File: config.mk
export PLATFORM = sky130hd
export DESIGN_NAME = shared_channel_backoff_sim_unit
export DESIGN_NICKNAME = d
export VERILOG_FILES = /design/src/scbs_pkg.sv /design/src/scbs_cell.sv /design/src/shared_channel_backoff_sim_unit.sv
export SDC_FILE = /design/constraint.sdc
export NUM_CORES = 1
export LEC_CHECK = 0
export ABC_AREA = 1
export BUFFER_PORTS_ARGS = -buffer_cell sky130_fd_sc_hd__buf_2
export CORE_MARGIN = 5
export CORE_UTILIZATION = 52
export CTS_CLUSTER_SIZE = 25
export DETAILED_ROUTE_END_ITERATION = 12
export GPL_TIMING_DRIVEN = 0
export PLACE_DENSITY = 0.77
export SYNTH_ARGS = -nofsm -noshare
export SYNTH_HDL_FRONTEND = slang
export SYNTH_SLANG_ARGS = --single-unit
export TNS_END_PERCENT = 100
File: constraint.sdc
create_clock -name i_clk -period 3.13 [get_ports i_clk]
set_clock_uncertainty 0.15 [all_clocks]
set_input_delay 0.1565 -clock i_clk [delete_from_list [all_inputs] [get_ports i_clk]]
set_output_delay 0.1565 -clock i_clk [all_outputs]
set_load 0.01 [all_outputs]
File: src/scbs_pkg.sv
package scbs_pkg;

    // Random bits that one station draws from.
    localparam int RND_BITS = 9;
    // Width of the random input word.
    localparam int RND_W = 36;
    // Width of a station's wait counter.
    localparam int WAIT_W = 10;
    // Width of a station's collision counter.
    localparam int CNT_W = 4;
    // Stations that show in the result masks.
    localparam int MASK_W = 4;
    localparam int TICK_W = 16;
    localparam int STCNT_W = 3;
    localparam int LIMIT_W = 4;
    localparam int APB_DW = 32;
    localparam int APB_AW = 3;

    // Saturated count of firing stations; two or more means a collision.
    localparam logic [1:0] FIRE_NONE = 2'd0;
    localparam logic [1:0] FIRE_MANY = 2'd2;

    localparam logic [STCNT_W-1:0] STCNT_RESET = 3'd4;
    localparam logic [LIMIT_W-1:0] LIMIT_RESET = 4'd9;

    typedef enum logic {
        OP_START = 1'b0,
        OP_TICK  = 1'b1
    } t_opcode;

    typedef enum logic {
        REG_STATION_COUNT = 1'b0,
        REG_GIVE_UP_LIMIT = 1'b1
    } t_reg_index;

    // Passed combinationally from one station cell to the next.
    typedef struct packed {
        logic [1:0] fire_cnt;
        logic       busy;
    } t_chain;

    // Mask of (2^cnt)-1, capped at all random bits.
    function automatic logic [RND_BITS-1:0] wait_mask(input logic [CNT_W:0] cnt);
        logic [RND_BITS-1:0] m;
        for (int k = 0; k < RND_BITS; k++) begin
            m[k] = (cnt > (CNT_W+1)'(k));
        end
        return m;
    endfunction

endpackage

File: src/scbs_cell.sv
module scbs_cell (
    input  logic                              i_clk,
    input  logic                              i_rst_n,
    input  logic                              i_accept,
    input  scbs_pkg::t_opcode                 i_opcode,
    input  logic                              i_enable,
    input  logic [scbs_pkg::RND_BITS-1:0]     i_rnd,
    input  logic [scbs_pkg::LIMIT_W-1:0]      i_limit,
    input  logic                              i_multi,
    input  scbs_pkg::t_chain                  i_chain,
    output scbs_pkg::t_chain                  o_chain,
    output logic                              o_sent,
    output logic                              o_coll,
    output logic                              o_gave
);

    localparam logic [scbs_pkg::RND_BITS-1:0] StartMask =
        scbs_pkg::wait_mask((scbs_pkg::CNT_W+1)'(1));

    logic                              r_trying;
    logic                              n_trying;
    logic [scbs_pkg::CNT_W-1:0]        r_count;
    logic [scbs_pkg::CNT_W-1:0]        n_count;
    logic [scbs_pkg::WAIT_W-1:0]       r_wait;
    logic [scbs_pkg::WAIT_W-1:0]       n_wait;

    logic                              w_fire;
    logic                              w_tick;
    logic [scbs_pkg::CNT_W:0]          w_nc;
    logic                              w_give;
    logic [scbs_pkg::RND_BITS-1:0]     w_mask;

    assign w_fire = r_trying && (r_wait == '0);
    assign w_tick = (i_opcode == scbs_pkg::OP_TICK);
    assign w_nc   = {1'b0, r_count} + (scbs_pkg::CNT_W+1)'(1);
    assign w_give = (w_nc > {1'b0, i_limit}) || w_nc[scbs_pkg::CNT_W];
    assign w_mask = scbs_pkg::wait_mask(w_nc);

    always_comb begin
        o_chain.fire_cnt = i_chain.fire_cnt;
        if (w_fire && (i_chain.fire_cnt != scbs_pkg::FIRE_MANY)) begin
            o_chain.fire_cnt = i_chain.fire_cnt + 2'd1;
        end
        o_chain.busy = i_chain.busy | n_trying;
    end

    assign o_sent = w_tick && w_fire && !i_multi;
    assign o_coll = w_tick && w_fire && i_multi;
    assign o_gave = o_coll && w_give;

    always_comb begin
        n_trying = r_trying;
        n_count  = r_count;
        n_wait   = r_wait;
        if (!w_tick) begin
            n_trying = i_enable;
            n_count  = i_enable ? scbs_pkg::CNT_W'(1) : '0;
            n_wait   = i_enable ? ({1'b0, i_rnd & StartMask} + scbs_pkg::WAIT_W'(1)) : '0;
        end else if (w_fire) begin
            if (!i_multi) begin
                n_trying = 1'b0;
            end else if (w_give) begin
                n_trying = 1'b0;
                n_count  = w_nc[scbs_pkg::CNT_W] ? '1 : w_nc[scbs_pkg::CNT_W-1:0];
            end else begin
                // The new wait is drawn and already counted down for this tick.
                n_count = w_nc[scbs_pkg::CNT_W-1:0];
                n_wait  = {1'b0, i_rnd & w_mask};
            end
        end else if (r_trying) begin
            n_wait = r_wait - scbs_pkg::WAIT_W'(1);
        end
    end

    always_ff @(posedge i_clk) begin
        if (!i_rst_n) begin
            r_trying <= 1'b0;
            r_count  <= '0;
            r_wait   <= '0;
        end else if (i_accept) begin
            r_trying <= n_trying;
            r_count  <= n_count;
            r_wait   <= n_wait;
        end
    end

endmodule

File: src/shared_channel_backoff_sim_unit.sv
// Channel   Direction  Handshake               Payload
// in        input      i_in_valid/o_in_stall   i_opcode, i_random_bits
// out       output     o_out_valid/i_out_stall o_sent_mask, o_collision_mask,
//                                              o_gave_up_mask, o_all_done, o_tick_number
// config    input      APB psel/penable/pready paddr, pwdata, prdata
//
// One item per cycle unless the input stalls; each result is registered on acceptance.
// All station cells update in the same cycle, with the firing count rippled along the row.
// A two-entry output buffer (output register plus skid) takes one more item while output
// stalls; input stalls once both entries are full.
// Synchronous active-low reset leaves all stations idle; no clearing pass is needed.
module shared_channel_backoff_sim_unit #(
    parameter int STATIONS = 4
) (
    input  logic                                i_clk,
    input  logic                                i_rst_n,
    input  logic                                i_in_valid,
    output logic                                o_in_stall,
    input  logic                                i_opcode,
    input  logic [scbs_pkg::RND_W-1:0]          i_random_bits,
    output logic                                o_out_valid,
    input  logic                                i_out_stall,
    output logic [scbs_pkg::MASK_W-1:0]         o_sent_mask,
    output logic [scbs_pkg::MASK_W-1:0]         o_collision_mask,
    output logic [scbs_pkg::MASK_W-1:0]         o_gave_up_mask,
    output logic                                o_all_done,
    output logic [scbs_pkg::TICK_W-1:0]         o_tick_number,
    input  logic                                psel,
    input  logic                                penable,
    input  logic                                pwrite,
    input  logic [scbs_pkg::APB_AW-1:0]         paddr,
    input  logic [scbs_pkg::APB_DW-1:0]         pwdata,
    output logic [scbs_pkg::APB_DW-1:0]         prdata,
    output logic                                pready
);

    typedef struct packed {
        logic [scbs_pkg::MASK_W-1:0] sent;
        logic [scbs_pkg::MASK_W-1:0] coll;
        logic [scbs_pkg::MASK_W-1:0] gave;
        logic                        done;
        logic [scbs_pkg::TICK_W-1:0] tick;
    } t_result;

    // Configuration registers.
    logic [scbs_pkg::STCNT_W-1:0] r_station_count;
    logic [scbs_pkg::LIMIT_W-1:0] r_give_up_limit;
    logic                         w_cfg_wr;
    scbs_pkg::t_reg_index         w_reg;

    assign pready   = 1'b1;
    assign w_cfg_wr = psel && penable && pwrite && pready;
    assign w_reg    = scbs_pkg::t_reg_index'(paddr[2]);

    always_ff @(posedge i_clk) begin
        if (!i_rst_n) begin
            r_station_count <= scbs_pkg::STCNT_RESET;
            r_give_up_limit <= scbs_pkg::LIMIT_RESET;
        end else if (w_cfg_wr) begin
            case (w_reg)
                scbs_pkg::REG_STATION_COUNT: r_station_count <= pwdata[scbs_pkg::STCNT_W-1:0];
                scbs_pkg::REG_GIVE_UP_LIMIT: r_give_up_limit <= pwdata[scbs_pkg::LIMIT_W-1:0];
                default: ;
            endcase
        end
    end

    always_comb begin
        case (w_reg)
            scbs_pkg::REG_STATION_COUNT: prdata = scbs_pkg::APB_DW'(r_station_count);
            scbs_pkg::REG_GIVE_UP_LIMIT: prdata = scbs_pkg::APB_DW'(r_give_up_limit);
            default:                     prdata = '0;
        endcase
    end

    // Handshake and output buffering.
    logic    r_out_valid;
    logic    r_skid_valid;
    t_result r_out;
    t_result r_skid;
    t_result w_res;
    logic    w_accept;
    logic    w_out_free;

    assign o_in_stall = r_skid_valid;
    assign w_accept   = i_in_valid && !r_skid_valid;
    assign w_out_free = !r_out_valid || !i_out_stall;

    always_ff @(posedge i_clk) begin
        if (!i_rst_n) begin
            r_out_valid  <= 1'b0;
            r_skid_valid <= 1'b0;
        end else if (w_out_free) begin
            r_out_valid  <= r_skid_valid || w_accept;
            r_skid_valid <= 1'b0;
        end else if (w_accept) begin
            r_skid_valid <= 1'b1;
        end
    end

    always_ff @(posedge i_clk) begin
        if (w_out_free) begin
            r_out <= r_skid_valid ? r_skid : w_res;
        end else if (w_accept) begin
            r_skid <= w_res;
        end
    end

    assign o_out_valid      = r_out_valid;
    assign o_sent_mask      = r_out.sent;
    assign o_collision_mask = r_out.coll;
    assign o_gave_up_mask   = r_out.gave;
    assign o_all_done       = r_out.done;
    assign o_tick_number    = r_out.tick;

    // Tick counter.
    logic [scbs_pkg::TICK_W-1:0] r_tick;
    scbs_pkg::t_opcode           w_op;

    assign w_op = scbs_pkg::t_opcode'(i_opcode);

    always_ff @(posedge i_clk) begin
        if (!i_rst_n) begin
            r_tick <= '0;
        end else if (w_accept) begin
            if (w_op == scbs_pkg::OP_START) begin
                r_tick <= '0;
            end else if (r_tick != '1) begin
                r_tick <= r_tick + scbs_pkg::TICK_W'(1);
            end
        end
    end

    // Row of station cells.
    scbs_pkg::t_chain        w_chain [STATIONS+1];
    logic [STATIONS-1:0]     w_sent;
    logic [STATIONS-1:0]     w_coll;
    logic [STATIONS-1:0]     w_gave;
    logic                    w_multi;

    assign w_chain[0] = '0;
    assign w_multi    = (w_chain[STATIONS].fire_cnt == scbs_pkg::FIRE_MANY);

    for (genvar gi = 0; gi < STATIONS; gi++) begin : g_station
        logic [scbs_pkg::RND_BITS-1:0] w_rnd;
        if (scbs_pkg::RND_BITS*gi + scbs_pkg::RND_BITS <= scbs_pkg::RND_W) begin : g_rnd
            assign w_rnd = i_random_bits[scbs_pkg::RND_BITS*gi +: scbs_pkg::RND_BITS];
        end else begin : g_no_rnd
            assign w_rnd = '0;
        end

        scbs_cell u_cell (
            .i_clk    (i_clk),
            .i_rst_n  (i_rst_n),
            .i_accept (w_accept),
            .i_opcode (w_op),
            .i_enable (scbs_pkg::STCNT_W'(gi) < r_station_count),
            .i_rnd    (w_rnd),
            .i_limit  (r_give_up_limit),
            .i_multi  (w_multi),
            .i_chain  (w_chain[gi]),
            .o_chain  (w_chain[gi+1]),
            .o_sent   (w_sent[gi]),
            .o_coll   (w_coll[gi]),
            .o_gave   (w_gave[gi])
        );
    end

    logic [STATIONS+scbs_pkg::MASK_W-1:0] w_sent_pad;
    logic [STATIONS+scbs_pkg::MASK_W-1:0] w_coll_pad;
    logic [STATIONS+scbs_pkg::MASK_W-1:0] w_gave_pad;

    assign w_sent_pad = {{scbs_pkg::MASK_W{1'b0}}, w_sent};
    assign w_coll_pad = {{scbs_pkg::MASK_W{1'b0}}, w_coll};
    assign w_gave_pad = {{scbs_pkg::MASK_W{1'b0}}, w_gave};

    always_comb begin
        w_res.sent = w_sent_pad[scbs_pkg::MASK_W-1:0];
        w_res.coll = w_coll_pad[scbs_pkg::MASK_W-1:0];
        w_res.gave = w_gave_pad[scbs_pkg::MASK_W-1:0];
        w_res.done = !w_chain[STATIONS].busy;
        w_res.tick = (w_op == scbs_pkg::OP_START) ? '0 : r_tick;
    end

endmodule

==> summary.md <==
| Metric | Value |
|---|---|
| Mapped cell area | around 0.0086 mm2 |
| WP depth | 22 |
| Area growth syn-to-layout | 27.13% |
| Pins Over Slew Limit | 0 |
| Ratio of cells with drive above 1 in the final layout | 22.14% |
| Worst path arrival time | 3.14 ns |
| Core area | about 0.016 mm2 |
| Clk slew on worst S/H paths | roughly 0.070 ns |
| Dominant cells by area after synthesis | edfxtp_1 (20%), dfxtp_1 (20%), nand2_1 (8.3%) |
| MaxCap Viol Count | 0 |
| GPL Wtd Cong | between 0.9 and 1 |
| DR WL/cell | between 15 and 20 um |
| Number of synthesized register bits | 143 |
| Top_reg_cell synth | dfxtp_1 |
| Initial Util | 52.37% |
| Cell Rows | 47 |
| Total CTS buffers | 17 |
| CP required | 3.17 ns |
| Number of global-route vias before repair | 7742 |
| Post-synthesis sequential area ratio | roughly 40% |
| Buffers & Inverters on Critical Path | 5 |
| Post-synth EDFFs | 58 |
| Fin area | ~0.011 mm2 |
| Mapped Cells | around 1100 |
| VDD IR max | 0.3510 mV |
| Syn Area/Cell | about 7.7 um2 |
| Worst Hold Depth | 4 |
| Setup CP Type | reg -> reg |
| CTS Buffer Depth | 2 |
| Clk_lat worst skew | between 0.4 and 0.5 ns |
| Worst hold path class | in -> reg |
| HPWL Detailed | approximately 16 mm |
| Worst Tran Pin Value | 1.268 ns |
| Fmax | between 300 and 400 MHz |
| Status | finished, final reports clean |
| Setup violators final | 0 |
| Worst stage delay on the critical path | roughly 0.33 ns |
| Hold Vio Cnt, Final | 0 |
| Min setup slack post-route | 0.02885 ns |
| Antenna violations before repair | 0 |
| GRT Total Usage | 23.67% |
| Biggest area consumer among synthesized cells | edfxtp_1 |
| CP top delay family | simple AND/OR/NAND/NOR gates |
| Period utilization | 99.08% |
| CP startpoint kind | flip-flop |
| Worst-case headroom to the max-slew limit | between 10% and 20% |
| Critical path cell sequence | inv_2 -> ha_4 -> nand2_4 -> nor4_4 -> nand2_2 -> clkinv_4 -> ha_4 -> inv_4 -> nand4_1 -> nand2_1 -> nand2_2 -> ha_4 -> inv_2 -> nand4_1 -> nand2_4 -> buf_6 -> nand2_2 -> nand2_2 -> nand2_2 -> nand2_2 -> nor2_4 -> and2_1 |
| Die height | 138.5 um |
| Largest net degree at the start of global routing | 33 |
| Final #Nets | 1438 |
| DR iter-0 viols | 772 |
| Most frequent cells in the layout | nand2_1 (176), inv_1 (132), nor2_1 (115), o21ai_0 (94), a21oi_1 (94) |
| Drt drc | 0 |
| Most common cell after layout, fill and taps aside | nand2_1 |
| Die Wd | about 140 um |
| Antenna viol nets, final | 0 |
| Vias per cell | 5.397 |
| H-tree levels | 4 |
| RSZ-0062 raised after global routing | yes |
| Largest fanout on the critical path | 5 |
| I/O Pins | about 140 |
| Buffers added on ports | between 80 and 90 |
| DRT Wirelength | 23.77 mm |
| R2R depth | 22 |
| CTS tree | built |
| Post-synth top area share | 20.27% |
| Worst Setup End Kind | flip-flop |
| Utilization after layout | 66.58% |
| Worst slack, placed | -0.3285 ns |
| Post-synth ARST share | 0% |
| Die ar. | 0.01919 mm2 |
| Synth warnings | 0 |
| First-pass GRT wire length | 37.47 mm |
| GRT overflow | 0 |
| Pwr Density | 477.7 mW/mm2 |
| 1st-pass router iterations | 6 |
| Clk sinks | 143 |
| Leakage power total | 4.895 nW |
| CTS Root Cell | clkbuf_16 |
| Routed via count | around 8400 |
| Final Critical Period | 3.101 ns |
| Most used cell along the critical path | nand2_2 |
| Post-DP Area | 0.009397 mm2 |
| Worst path slowest cell | dfxtp_2 |
| Library cells used by synthesis | 57 |
| Antenna cells | 0 |
[sequential cells by signal, indices dropped and copies added, names as in the netlist, 4 cells and up]
register and count:
o_sent_mask 4, o_gave_up_mask 4, o_collision_mask 4, g_station.u_cell.r_wait 40, g_station.u_cell.r_count 16, r_give_up_limit 4, o_tick_number 16, g_station.u_cell.r_trying 4
r_skid 29, r_tick 16
[timing repair]
item,CTS,global route
hold buffers,29,0
pin swaps,16,22
gates cloned,1,2
endpoints found under the setup margin,77,71
endpoints found under the hold margin,29,0
buffers inserted,21,14
gates resized for setup,23,74
[per-stage QoR]
step | TNS, ns | power (mW) | cells | hold slack (ns)
5_1_grt | -1.014 | 5.426 | 1548 | 0.03422
2_1_floorplan | 0 | 2.743 | 1148 | 0.1197
6_report | 0 | 5.218 | 1548 | 0.006875
3_3_place_gp | -25.98 | 2.952 | 1450 | 0.2307
4_1_cts | 0 | 5.109 | 1532 | 0.0004766
3_5_place_dp | -15.76 | 2.968 | 1451 | 0.2500
[area by class of cell]
type	instances	area [um2]
clock inverters	14	173.9
repair buffers	149	1056
fillers	1297	5484
inverters	152	613.1
clock buffers	17	425.4
multi-input cells	797	4561
flip-flops and latches	143	3451
plain buffers	56	367.9
well taps	220	275.3
[kinds of logic after synthesis]
logic type               count (synthesis)  share of synthesized area [%]
adder cells (fa/ha/maj)                 43                          6.262
AO/OA/AOI/OAI                          249                          15.77
AND/OR/NAND/NOR                        445                          23.69
flip-flops                             143                          40.08
XOR/XNOR                                31                          3.160
other                                    2                        0.08741
buffers and inverters                  208                          10.95
[power breakdown]
part / switching, mW / internal [mW]
registers: 0.0724 / 2.02
clock network: 0.881 / 1.20
logic: 0.609 / 0.430
total: 1.56 / 3.66
[final timing paths]
path                                  from                            end  slack (ns)
max          g_station[0].u_cell.r_wait[1]                     r_skid[16]        0.03
min                      i_random_bits[20]  g_station[2].u_cell.r_wait[2]       0.007
max reg2reg  g_station[0].u_cell.r_wait[1]                     r_skid[16]        0.03
min reg2reg  g_station[0].u_cell.r_wait[0]  g_station[0].u_cell.r_wait[0]        0.34
[per-layer routing]
layer,vias to the layer above,GRT usage [%],routed length [um]
li1,4082,-,-
met3,73,5.069,1971
met1,3798,31.19,10040
met5,-,0,0
met2,401,38.03,11040
met4,0,9.724,723
[Yosys cell counts, types with 3 or more instances]
library cell	count
nand3b_1	3
o22ai_1	7
nor2_2	7
inv_2	6
nand3_1	39
xor2_1	22
buf_6	5
a211oi_1	4
nand2_2	7
nor3_1	24
inv_1	143
buf_4	29
nor2_1	125
a32oi_1	4
o21ai_0	99
nand4_1	20
xnor2_1	9
nand3_2	3
nor2_4	3
o21ai_1	9
a31oi_1	11
a21oi_1	98
nand2_4	6
ha_1	43
dfxtp_1	85
a32o_1	3
edfxtp_1	58
nor3_2	3
buf_2	3
nand2_1	191
clkbuf_1	17
[worst min-delay path, stage by stage]
cell	delay (ns)
buf_2	0.08
a32o_1	0.15
o21ai_1	0.06
a21oi_1	0.10
Power figures use the tool's default switching activity.
